### src/rtl/lacd_pkg.sv
// shared types and constants for the life automaton with cycle detection
`timescale 1ns / 1ps

package lacd_pkg;

    // sequencer states
    typedef enum logic [2:0] {
        ST_IDLE,
        ST_EDIT_OUT,
        ST_STEP,
        ST_CMP,
        ST_DRAIN,
        ST_UPD,
        ST_OUT
    } state_t;

    // request commands
    typedef enum logic [1:0] {
        CMD_STEP   = 2'd0,
        CMD_SET    = 2'd1,
        CMD_TOGGLE = 2'd2,
        CMD_CLEAR  = 2'd3
    } cmd_t;

    localparam int CMD_W      = 2;
    localparam int COORD_W    = 4;
    localparam int ROW_OUT_W  = 16;
    localparam int COUNT_W    = 8;
    localparam int CFG_IDX_W  = 4;
    localparam int CFG_DATA_W = 8;

    // configuration register indexes
    localparam logic [CFG_IDX_W-1:0] CFG_STAGNANT_LIMIT = 4'd0;
    localparam logic [CFG_IDX_W-1:0] CFG_AUTO_RESET     = 4'd1;

    localparam logic [COUNT_W-1:0] COUNT_MAX     = 8'd255;
    localparam logic [COUNT_W-1:0] DEFAULT_LIMIT = 8'd10;

endpackage

### src/rtl/lacd_row_unit.sv
// shared row unit: b3/s23 next row of a wrapped grid and a row equality compare
`timescale 1ns / 1ps

module lacd_row_unit #(
    parameter int GRID_SIDE = 16
) (
    input  logic [GRID_SIDE-1:0] up_row,
    input  logic [GRID_SIDE-1:0] mid_row,
    input  logic [GRID_SIDE-1:0] down_row,
    output logic [GRID_SIDE-1:0] next_row,
    input  logic [GRID_SIDE-1:0] cmp_a,
    input  logic [GRID_SIDE-1:0] cmp_b,
    output logic                 equal
);

    logic [GRID_SIDE-1:0] up_l, up_r, mid_l, mid_r, dn_l, dn_r;
    logic [3:0]           count [GRID_SIDE];

    // bit x of *_l holds column x-1, bit x of *_r holds column x+1, both wrapped
    assign up_l  = {up_row[GRID_SIDE-2:0], up_row[GRID_SIDE-1]};
    assign up_r  = {up_row[0], up_row[GRID_SIDE-1:1]};
    assign mid_l = {mid_row[GRID_SIDE-2:0], mid_row[GRID_SIDE-1]};
    assign mid_r = {mid_row[0], mid_row[GRID_SIDE-1:1]};
    assign dn_l  = {down_row[GRID_SIDE-2:0], down_row[GRID_SIDE-1]};
    assign dn_r  = {down_row[0], down_row[GRID_SIDE-1:1]};

    always_comb
    begin
        for (int x = 0; x < GRID_SIDE; x++)
        begin
            count[x] = 4'(up_l[x]) + 4'(up_row[x]) + 4'(up_r[x])
                     + 4'(mid_l[x]) + 4'(mid_r[x])
                     + 4'(dn_l[x]) + 4'(down_row[x]) + 4'(dn_r[x]);
            next_row[x] = (count[x] == 4'd3) || (mid_row[x] && (count[x] == 4'd2));
        end
    end

    assign equal = (cmp_a == cmp_b);

endmodule

### src/rtl/lacd_hist_mem.sv
// history grid store with one valid bit per slot and registered read
`timescale 1ns / 1ps

module lacd_hist_mem #(
    parameter int HISTORY_DEPTH = 4,
    parameter int GRID_SIDE     = 16
) (
    input  logic                                                 clk,
    input  logic                                                 rst_n,
    input  logic                                                 wr_en,
    input  logic [((HISTORY_DEPTH > 1) ? $clog2(HISTORY_DEPTH) : 1)-1:0] wr_slot,
    input  logic [$clog2(GRID_SIDE)-1:0]                         wr_row,
    input  logic [GRID_SIDE-1:0]                                 wr_data,
    input  logic                                                 rd_en,
    input  logic [((HISTORY_DEPTH > 1) ? $clog2(HISTORY_DEPTH) : 1)-1:0] rd_slot,
    input  logic [$clog2(GRID_SIDE)-1:0]                         rd_row,
    output logic [GRID_SIDE-1:0]                                 rd_data
);

    localparam int ROW_W     = $clog2(GRID_SIDE);
    localparam int MEM_DEPTH = HISTORY_DEPTH * (2 ** ROW_W);

    logic [GRID_SIDE-1:0]     mem [0:MEM_DEPTH-1];
    logic [HISTORY_DEPTH-1:0] slot_valid_reg;
    logic [GRID_SIDE-1:0]     rd_data_reg;
    logic                     rd_valid_reg;

    // a slot never written reads as an empty grid
    always_ff @(posedge clk or negedge rst_n)
    begin
        if (!rst_n)
        begin
            slot_valid_reg <= '0;
            rd_valid_reg   <= 1'b0;
        end
        else
        begin
            if (wr_en)
            begin
                slot_valid_reg[wr_slot] <= 1'b1;
            end
            if (rd_en)
            begin
                rd_valid_reg <= slot_valid_reg[rd_slot];
            end
        end
    end

    always_ff @(posedge clk)
    begin
        if (wr_en)
        begin
            mem[{wr_slot, wr_row}] <= wr_data;
        end
        if (rd_en)
        begin
            rd_data_reg <= mem[{rd_slot, rd_row}];
        end
    end

    assign rd_data = rd_valid_reg ? rd_data_reg : '0;

endmodule

### src/rtl/life_automaton_with_cycle_detect_core.sv
// top level: wrapped life grid with edit commands, stepping and repeat detection
// set, toggle and clear present their row in the cycle after the request
// step: GRID_SIDE row updates, HISTORY_DEPTH*GRID_SIDE history row compares,
//   settling in ST_DRAIN and ST_UPD, then GRID_SIDE rows, one per cycle unless stalled
// one request at a time; the history compare reads through the single memory read port
// reset clears grid, history valid bits, slot, stagnant count; limit 10, auto-reset off
`timescale 1ns / 1ps

module life_automaton_with_cycle_detect_core #(
    parameter int HISTORY_DEPTH = 4,
    parameter int GRID_SIDE     = 16
) (
    input  logic                              clk,
    input  logic                              rst_n,
    // request channel
    input  logic                              in_valid,
    output logic                              in_ready,
    input  logic [lacd_pkg::CMD_W-1:0]        command,
    input  logic [lacd_pkg::COORD_W-1:0]      cell_x,
    input  logic [lacd_pkg::COORD_W-1:0]      cell_y,
    input  logic                              cell_value,
    // row result channel
    output logic                              out_valid,
    input  logic                              out_ready,
    output logic [lacd_pkg::COORD_W-1:0]      row_index,
    output logic [lacd_pkg::ROW_OUT_W-1:0]    row_bits,
    output logic                              changed,
    output logic                              repeating,
    output logic                              reset_due,
    output logic                              last,
    // configuration write channel
    input  logic                              cfg_valid,
    output logic                              cfg_ready,
    input  logic [lacd_pkg::CFG_IDX_W-1:0]    cfg_index,
    input  logic [lacd_pkg::CFG_DATA_W-1:0]   cfg_data
);

    import lacd_pkg::*;

    localparam int ROW_W  = $clog2(GRID_SIDE);
    localparam int SLOT_W = (HISTORY_DEPTH > 1) ? $clog2(HISTORY_DEPTH) : 1;
    localparam logic [ROW_W-1:0]  ROW_LAST  = ROW_W'(GRID_SIDE - 1);
    localparam logic [SLOT_W-1:0] SLOT_LAST = SLOT_W'(HISTORY_DEPTH - 1);

    typedef logic [GRID_SIDE-1:0] row_t;

    state_t state_reg, state_next;

    // live grid; rotated a row per step or compare cycle, or per taken output row
    row_t grid_reg [GRID_SIDE];
    row_t grid_next [GRID_SIDE];

    row_t prev_row_reg, prev_row_next;     // original row above the tap
    row_t first_row_reg, first_row_next;   // original row 0, wraps under the last row
    logic [ROW_W-1:0]  row_cnt_reg, row_cnt_next;
    logic [SLOT_W-1:0] slot_cnt_reg, slot_cnt_next;   // history slot under compare
    logic [SLOT_W-1:0] hist_slot_reg, hist_slot_next; // next slot to store into
    logic [COUNT_W-1:0] stag_cnt_reg, stag_cnt_next;
    logic [COUNT_W-1:0] limit_reg;
    logic               auto_en_reg;
    logic chg_reg, chg_next;
    logic rep_reg, rep_next;

    // history compare pipeline
    logic slot_mism_reg, slot_mism_next;
    logic rd_vld_reg, rd_vld_next;
    logic rd_last_reg, rd_last_next;
    row_t cmp_row_reg, cmp_row_next;

    // output register
    logic                 out_valid_reg, out_valid_next;
    logic [COORD_W-1:0]   out_idx_reg, out_idx_next;
    logic [ROW_OUT_W-1:0] out_bits_reg, out_bits_next;
    logic out_chg_reg, out_chg_next;
    logic out_rep_reg, out_rep_next;
    logic out_due_reg, out_due_next;
    logic out_last_reg, out_last_next;

    // row unit hookup
    row_t unit_down, unit_next_row, cmp_a, cmp_b;
    logic unit_equal;

    // history memory hookup
    logic              hist_wr_en, hist_rd_en;
    logic [SLOT_W-1:0] hist_rd_slot;
    logic [ROW_W-1:0]  hist_rd_row;
    row_t              hist_rd_data;

    // edit helpers
    logic             in_fire, out_fire;
    logic             cx_ok, cy_ok;
    logic [ROW_W-1:0] cy_idx;
    row_t             bit_mask, old_row, edited_row;
    logic [ROW_W-1:0] row_inc;
    logic             stagnant, due;
    logic [COUNT_W-1:0] count_upd;

    assign in_ready  = (state_reg == ST_IDLE);
    assign in_fire   = in_valid && in_ready;
    assign out_fire  = out_valid_reg && out_ready;
    assign cfg_ready = 1'b1;

    assign out_valid = out_valid_reg;
    assign row_index = out_idx_reg;
    assign row_bits  = out_bits_reg;
    assign changed   = out_chg_reg;
    assign repeating = out_rep_reg;
    assign reset_due = out_due_reg;
    assign last      = out_last_reg;

    // the row under the tap borrows the saved row 0 on the final step cycle
    assign unit_down = (row_cnt_reg == ROW_LAST) ? first_row_reg : grid_reg[1];
    // step compares new row against old, compare phase checks history against grid
    assign cmp_a = (state_reg == ST_STEP) ? unit_next_row : hist_rd_data;
    assign cmp_b = (state_reg == ST_STEP) ? grid_reg[0] : cmp_row_reg;

    lacd_row_unit #(
        .GRID_SIDE (GRID_SIDE)
    ) u_row_unit (
        .up_row   (prev_row_reg),
        .mid_row  (grid_reg[0]),
        .down_row (unit_down),
        .next_row (unit_next_row),
        .cmp_a    (cmp_a),
        .cmp_b    (cmp_b),
        .equal    (unit_equal)
    );

    lacd_hist_mem #(
        .HISTORY_DEPTH (HISTORY_DEPTH),
        .GRID_SIDE     (GRID_SIDE)
    ) u_hist_mem (
        .clk     (clk),
        .rst_n   (rst_n),
        .wr_en   (hist_wr_en),
        .wr_slot (hist_slot_reg),
        .wr_row  (row_cnt_reg),
        .wr_data (grid_reg[0]),
        .rd_en   (hist_rd_en),
        .rd_slot (hist_rd_slot),
        .rd_row  (hist_rd_row),
        .rd_data (hist_rd_data)
    );

    // edit decode: addressed row and bit, out-of-grid addresses edit nothing
    assign cx_ok      = int'(cell_x) < GRID_SIDE;
    assign cy_ok      = int'(cell_y) < GRID_SIDE;
    assign cy_idx     = ROW_W'(cell_y);
    assign bit_mask   = row_t'(1) << cell_x;
    assign old_row    = cy_ok ? grid_reg[cy_idx] : '0;
    assign row_inc    = ROW_W'(row_cnt_reg + 1'b1);

    always_comb
    begin
        unique case (cmd_t'(command))
            CMD_SET:    edited_row = cell_value ? (old_row | bit_mask) : (old_row & ~bit_mask);
            CMD_TOGGLE: edited_row = old_row ^ bit_mask;
            default:    edited_row = old_row;
        endcase
    end

    // stagnation update, saturating count
    assign stagnant  = !chg_reg || rep_reg;
    assign count_upd = stagnant ? ((stag_cnt_reg == COUNT_MAX) ? stag_cnt_reg
                                                               : stag_cnt_reg + 1'b1)
                                : '0;
    assign due       = auto_en_reg && (count_upd > limit_reg);

    // next state
    always_comb
    begin
        state_next = state_reg;
        unique case (state_reg)
            ST_IDLE:
            begin
                if (in_fire)
                begin
                    state_next = (cmd_t'(command) == CMD_STEP) ? ST_STEP : ST_EDIT_OUT;
                end
            end
            ST_EDIT_OUT:
            begin
                if (out_fire)
                begin
                    state_next = ST_IDLE;
                end
            end
            ST_STEP:
            begin
                if (row_cnt_reg == ROW_LAST)
                begin
                    state_next = ST_CMP;
                end
            end
            ST_CMP:
            begin
                if ((slot_cnt_reg == SLOT_LAST) && (row_cnt_reg == ROW_LAST))
                begin
                    state_next = ST_DRAIN;
                end
            end
            ST_DRAIN:
            begin
                state_next = ST_UPD;
            end
            ST_UPD:
            begin
                state_next = ST_OUT;
            end
            ST_OUT:
            begin
                if (out_fire && (row_cnt_reg == ROW_LAST))
                begin
                    state_next = ST_IDLE;
                end
            end
            default:
            begin
                state_next = ST_IDLE;
            end
        endcase
    end

    // datapath and outputs
    always_comb
    begin
        grid_next      = grid_reg;
        prev_row_next  = prev_row_reg;
        first_row_next = first_row_reg;
        row_cnt_next   = row_cnt_reg;
        slot_cnt_next  = slot_cnt_reg;
        hist_slot_next = hist_slot_reg;
        stag_cnt_next  = stag_cnt_reg;
        chg_next       = chg_reg;
        rep_next       = rep_reg;
        slot_mism_next = slot_mism_reg;
        rd_vld_next    = 1'b0;
        rd_last_next   = rd_last_reg;
        cmp_row_next   = cmp_row_reg;
        out_valid_next = out_valid_reg;
        out_idx_next   = out_idx_reg;
        out_bits_next  = out_bits_reg;
        out_chg_next   = out_chg_reg;
        out_rep_next   = out_rep_reg;
        out_due_next   = out_due_reg;
        out_last_next  = out_last_reg;
        hist_wr_en     = 1'b0;
        hist_rd_en     = 1'b0;
        hist_rd_slot   = slot_cnt_reg;
        hist_rd_row    = row_cnt_reg;

        // compare stage: one history row against the grid row issued last cycle
        if (rd_vld_reg)
        begin
            if (rd_last_reg)
            begin
                if (!(slot_mism_reg || !unit_equal))
                begin
                    rep_next = 1'b1;
                end
                slot_mism_next = 1'b0;
            end
            else
            begin
                slot_mism_next = slot_mism_reg || !unit_equal;
            end
        end

        unique case (state_reg)
            ST_IDLE:
            begin
                if (in_fire)
                begin
                    if (cmd_t'(command) == CMD_STEP)
                    begin
                        row_cnt_next   = '0;
                        prev_row_next  = grid_reg[GRID_SIDE-1];
                        first_row_next = grid_reg[0];
                        chg_next       = 1'b0;
                    end
                    else
                    begin
                        out_valid_next = 1'b1;
                        out_idx_next   = cell_y;
                        out_chg_next   = 1'b0;
                        out_rep_next   = 1'b0;
                        out_due_next   = 1'b0;
                        out_last_next  = 1'b1;
                        if (cmd_t'(command) == CMD_CLEAR)
                        begin
                            for (int k = 0; k < GRID_SIDE; k++)
                            begin
                                grid_next[k] = '0;
                            end
                            out_bits_next = '0;
                        end
                        else if (cx_ok && cy_ok)
                        begin
                            grid_next[cy_idx] = edited_row;
                            out_bits_next     = ROW_OUT_W'(edited_row);
                        end
                        else
                        begin
                            out_bits_next = ROW_OUT_W'(old_row);
                        end
                    end
                end
            end
            ST_EDIT_OUT:
            begin
                if (out_fire)
                begin
                    out_valid_next = 1'b0;
                end
            end
            ST_STEP:
            begin
                // new row enters at the tail while old rows move toward the tap
                for (int k = 0; k < GRID_SIDE - 1; k++)
                begin
                    grid_next[k] = grid_reg[k + 1];
                end
                grid_next[GRID_SIDE-1] = unit_next_row;
                prev_row_next = grid_reg[0];
                chg_next      = chg_reg || !unit_equal;
                if (row_cnt_reg == ROW_LAST)
                begin
                    row_cnt_next   = '0;
                    slot_cnt_next  = '0;
                    rep_next       = 1'b0;
                    slot_mism_next = 1'b0;
                end
                else
                begin
                    row_cnt_next = row_inc;
                end
            end
            ST_CMP:
            begin
                hist_rd_en   = 1'b1;
                rd_vld_next  = 1'b1;
                rd_last_next = (row_cnt_reg == ROW_LAST);
                cmp_row_next = grid_reg[0];
                for (int k = 0; k < GRID_SIDE - 1; k++)
                begin
                    grid_next[k] = grid_reg[k + 1];
                end
                grid_next[GRID_SIDE-1] = grid_reg[0];
                if (row_cnt_reg == ROW_LAST)
                begin
                    row_cnt_next  = '0;
                    slot_cnt_next = SLOT_W'(slot_cnt_reg + 1'b1);
                end
                else
                begin
                    row_cnt_next = row_inc;
                end
            end
            ST_DRAIN:
            begin
                row_cnt_next = '0;
            end
            ST_UPD:
            begin
                stag_cnt_next  = due ? '0 : count_upd;
                out_valid_next = 1'b1;
                out_idx_next   = '0;
                out_bits_next  = ROW_OUT_W'(grid_reg[0]);
                out_chg_next   = chg_reg;
                out_rep_next   = rep_reg;
                out_due_next   = due;
                out_last_next  = 1'b0;
            end
            ST_OUT:
            begin
                if (out_fire)
                begin
                    // the reported row is stored into the history as it leaves
                    hist_wr_en = 1'b1;
                    for (int k = 0; k < GRID_SIDE - 1; k++)
                    begin
                        grid_next[k] = grid_reg[k + 1];
                    end
                    grid_next[GRID_SIDE-1] = grid_reg[0];
                    if (row_cnt_reg == ROW_LAST)
                    begin
                        out_valid_next = 1'b0;
                        row_cnt_next   = '0;
                        hist_slot_next = (hist_slot_reg == SLOT_LAST) ? '0
                                       : SLOT_W'(hist_slot_reg + 1'b1);
                    end
                    else
                    begin
                        row_cnt_next  = row_inc;
                        out_idx_next  = COORD_W'(row_inc);
                        out_bits_next = ROW_OUT_W'(grid_reg[1]);
                        out_last_next = (row_inc == ROW_LAST);
                    end
                end
            end
            default:
            begin
                out_valid_next = 1'b0;
            end
        endcase
    end

    always_ff @(posedge clk or negedge rst_n)
    begin
        if (!rst_n)
        begin
            state_reg     <= ST_IDLE;
            for (int k = 0; k < GRID_SIDE; k++)
            begin
                grid_reg[k] <= '0;
            end
            row_cnt_reg   <= '0;
            slot_cnt_reg  <= '0;
            hist_slot_reg <= '0;
            stag_cnt_reg  <= '0;
            limit_reg     <= DEFAULT_LIMIT;
            auto_en_reg   <= 1'b0;
            chg_reg       <= 1'b0;
            rep_reg       <= 1'b0;
            slot_mism_reg <= 1'b0;
            rd_vld_reg    <= 1'b0;
            rd_last_reg   <= 1'b0;
            out_valid_reg <= 1'b0;
        end
        else
        begin
            state_reg     <= state_next;
            grid_reg      <= grid_next;
            row_cnt_reg   <= row_cnt_next;
            slot_cnt_reg  <= slot_cnt_next;
            hist_slot_reg <= hist_slot_next;
            stag_cnt_reg  <= stag_cnt_next;
            chg_reg       <= chg_next;
            rep_reg       <= rep_next;
            slot_mism_reg <= slot_mism_next;
            rd_vld_reg    <= rd_vld_next;
            rd_last_reg   <= rd_last_next;
            out_valid_reg <= out_valid_next;
            // configuration writes, indexes beyond the list are dropped
            if (cfg_valid && cfg_ready)
            begin
                unique case (cfg_index)
                    CFG_STAGNANT_LIMIT: limit_reg   <= cfg_data;
                    CFG_AUTO_RESET:     auto_en_reg <= cfg_data[0];
                    default:            ;
                endcase
            end
        end
    end

    // payload registers
    always_ff @(posedge clk)
    begin
        prev_row_reg  <= prev_row_next;
        first_row_reg <= first_row_next;
        cmp_row_reg   <= cmp_row_next;
        out_idx_reg   <= out_idx_next;
        out_bits_reg  <= out_bits_next;
        out_chg_reg   <= out_chg_next;
        out_rep_reg   <= out_rep_next;
        out_due_reg   <= out_due_next;
        out_last_reg  <= out_last_next;
    end

endmodule

### config.mk
export PLATFORM = sky130hd
export DESIGN_NAME = life_automaton_with_cycle_detect_core
export DESIGN_NICKNAME = d
export VERILOG_FILES = /design/src/rtl/lacd_pkg.sv /design/src/rtl/lacd_row_unit.sv /design/src/rtl/lacd_hist_mem.sv /design/src/rtl/life_automaton_with_cycle_detect_core.sv
export SDC_FILE = /design/constraint.sdc
export NUM_CORES = 2
export LEC_CHECK = 0
export BUFFER_PORTS_ARGS = -buffer_cell sky130_fd_sc_hd__buf_2
export CAP_MARGIN = 20
export CORE_AREA = 5 5 362 364
export CTS_CLUSTER_DIAMETER = 150
export DETAILED_ROUTE_END_ITERATION = 7
export DIE_AREA = 0 0 367 369
export PLACE_DENSITY_LB_ADDON = 0.25
export SKIP_LAST_GASP = 1
export SYNTH_ARGS = -nofsm -noshare
export SYNTH_HDL_FRONTEND = slang
export SYNTH_SLANG_ARGS = --single-unit
export TNS_END_PERCENT = 30
### constraint.sdc
create_clock -name clk -period 16.7 [get_ports clk]
set_input_delay 5.01 -clock clk [delete_from_list [all_inputs] [get_ports clk]]
set_output_delay 5.01 -clock clk [all_outputs]
set_load 0.05 [all_outputs]
==> flow_summary.json <==
{
  "clockBufferDepth": 3,
  "synth_edf_count": 1112,
  "fin_crit_sh_pct": 47.7,
  "ir_drop_mv": 0.122,
  "worstSetupPathType": "primary input to register",
  "worst_setup_path_start_kind": "primary input",
  "dp.cells": 6411,
  "route.met2.wl_um": 90500,
  "antenna_found_initial": 5,
  "portBuffers": 53,
  "reg2regPathDepth": 17,
  "drt_first_iter_violations": 6141,
  "cts_made_buffers": 148,
  "fmax_mhz": 125,
  "die_y_um": 369,
  "dp_hpwl_um": 113000,
  "min_period_ns": 7.97,
  "vias_per_cell": 6.51,
  "drt_first_pass_iters": 6,
  "p_leak_nw": 24.7,
  "maxSlewHeadroom_pct": 18.0,
  "final_cell_mix": "edfxtp_1 (1112), nand2_1 (526), a22oi_1 (417)",
  "synth_area_um2": 63300,
  "ys_warn_count": 0,
  "hold_depth": 1,
  "final_common_cell": "edfxtp_1",
  "synth_async_sr_flop_share_pct": 21.0,
  "tightest_slew_ns": 1.23,
  "area_growth_pct": 12.0,
  "final-hold-violation-count": 0,
  "wl_per_cell_um": 28.9,
  "postCtsSetupBuffers": 0,
  "drive_gt1_share_pct": 13.4,
  "coreArea_um2": 127000,
  "grt_max_degree": 259,
  "cts_resized": 0,
  "fin_cells": 6689,
  "drtAntennaViolNets": 0,
  "regArea_um2": 40800,
  "synth_top_cell_area_share_pct": 52.7,
  "postLayoutCoreUtil_pct": 55.8,
  "num_rows": 131,
  "clock-root-buffer": "clkbuf_16",
  "end_kind": "register",
  "clk_pin_slew_worst_paths_ns": 0.06,
  "hp-class": "register to register",
  "multi_input_area_um2": 20600,
  "fin_worst_skew_ns": 0.0426,
  "final_nets": 5054,
  "gp_congestion": 0.875,
  "syn_area_per_cell_um2": 13.0,
  "setup_ws_ns": 8.73,
  "wl_met3_um": 18100,
  "largest_register_ffs": 1024,
  "seq_area_frac_synth_pct": 64.4,
  "drc_errors": 0,
  "synth_ff_type": "edfxtp_1",
  "holdWs_ns": 0.454,
  "grt_pass1_vias": 41660,
  "drv_slew": 0,
  "cap_violations": 0,
  "ys_ff_latch": 1407,
  "synth_largest_area_cell": "edfxtp_1",
  "dpl_cell_area_um2": 65700,
  "cts_sinks": 1407,
  "die_area_um2": 135000,
  "final_area_um2": 70900,
  "required_ns": 17.38,
  "gr-usage-all-layers_pct": 27.9,
  "vias": 43535,
  "die_width_um": 367,
  "finalSetupTns_ns": 0,
  "power.density_nw_per_um2": 123,
  "finalWirelength_um": 193000,
  "cts_tree": "built",
  "holdBufCountCts": 0,
  "m1WireLength_um": 73800,
  "setup_viol_count_final": 0,
  "clk_latency_ns": 0.79,
  "grt_pass1_wl_um": 283000,
  "grt_overflow": 0,
  "cts.htree.levels": 4,
  "initial_core_util_pct": 49.9,
  "fillerInstances": 10112,
  "syn_nets": 5032,
  "post-place-ws_ns": 8.04,
  "topRoutingLayerUsed": "met4",
  "arrival_ns": 8.65,
  "synth_cells": 4885,
  "io_pins": 55,
  "status": "completed",
  "crit_fanout": 37,
  "ys_types": 88,
  "synth.area.top_cells": "edfxtp_1 (53%), dfrtp_1 (12%), a22oi_1 (4.9%)",
  "rsz0062_at_grt": "no",
  "power.total_mw": 8.75
}
-- layer usage --
layer / vias to the layer above / GRT usage (%)
met3: 523 / 4.64
met4: 0 / 13.9
met5: - / 0
li1: 18609 / -
met1: 21766 / 37.4
met2: 2637 / 44.7
-- area by class of cell --
cell class / instances / share of cell area (%)
multi-input cells: 2966 / 29.1
flip-flops and latches: 1407 / 57.5
diodes: 2 / 0.00706
inverters: 164 / 0.868
clock inverters: 67 / 1.38
well taps: 1662 / 2.93
clock buffers: 201 / 5.75
repair buffers: 220 / 2.39
-- where the power goes --
| group | internal (mW) | leakage, nW | switching (mW) |
|---|---|---|---|
| Combinational | 0.397 | 8.02 | 0.844 |
| Clock | 2.02 | 2.44 | 1.41 |
| Sequential | 3.97 | 14.3 | 0.108 |
| Total | 6.39 | 24.7 | 2.36 |
-- Yosys cell counts, types with 10 or more instances --
| cell | instances |
|---|---|
| a222oi_1 | 21 |
| ha_1 | 83 |
| and2_1 | 12 |
| nor3_1 | 39 |
| nor2b_1 | 16 |
| edfxtp_1 | 1112 |
| o22ai_1 | 10 |
| buf_1 | 33 |
| a21oi_1 | 196 |
| a311oi_1 | 16 |
| o2111ai_1 | 10 |
| dfrtp_1 | 293 |
| a211oi_1 | 11 |
| mux2_2 | 41 |
| fa_1 | 36 |
| xor2_1 | 19 |
| maj3_1 | 14 |
| nor2_1 | 322 |
| a221oi_1 | 55 |
| o21a_1 | 10 |
| mux4_2 | 97 |
| nand2_1 | 526 |
| mux2i_1 | 113 |
| a21o_1 | 13 |
| buf_6 | 11 |
| o21ai_1 | 99 |
| a22oi_1 | 417 |
| inv_1 | 163 |
| a31oi_1 | 50 |
| buf_4 | 13 |
| and3_1 | 10 |
| xnor3_1 | 12 |
| buf_2 | 43 |
| xnor2_1 | 49 |
| nand2b_1 | 30 |
| nand3_1 | 76 |
| nand4_1 | 51 |
| clkbuf_1 | 247 |
| o21ai_0 | 322 |
| a22o_1 | 45 |
| o211ai_1 | 14 |
-- logic make-up after synthesis --
kind of cell	Yosys count	share of synthesized area, %
AOI/OAI and AO/OA	1357	14.1
adders and majority gates	133	3.00
muxes	251	5.96
DFF	1407	64.4
xor gates and xnor gates	80	1.37
buffers and inverters	512	3.33
other	1	0.00592
and+or+nand+nor	1144	7.86
-- path summary, 6_finish.rpt --
path / startpoint / endpoint / slack, ns
min in group asynchronous: rst_n / grid_reg[108]$_DFFE_PN0P_ / 4.25
min reg2reg: u_hist_mem.slot_valid_reg[2]$_DFFE_PN0P_ / u_hist_mem.slot_valid_reg[2]$_DFFE_PN0P_ / 0.45
max: cell_y[0] / grid_reg[6]$_DFFE_PN0P_ / 8.73
max reg2reg: hist_rd_row[0]$_DFFE_PN0P_ / chg_reg$_DFFE_PN0P_ / 10.24
min: u_hist_mem.slot_valid_reg[2]$_DFFE_PN0P_ / u_hist_mem.slot_valid_reg[2]$_DFFE_PN0P_ / 0.45
max in group asynchronous: rst_n / grid_reg[249]$_DFFE_PN0P_ / 9.67
-- worst max-delay path: stages --
cell and delay [ns]:
buf_4 0.54, buf_4 0.63, mux4_2 0.59, mux4_2 0.50
nor2_1 0.10, nor2_1 0.07, o21ai_2 0.68, o21ai_0 0.20
a41oi_1 0.26
Note: power is estimated with default switching activity, not from simulation.
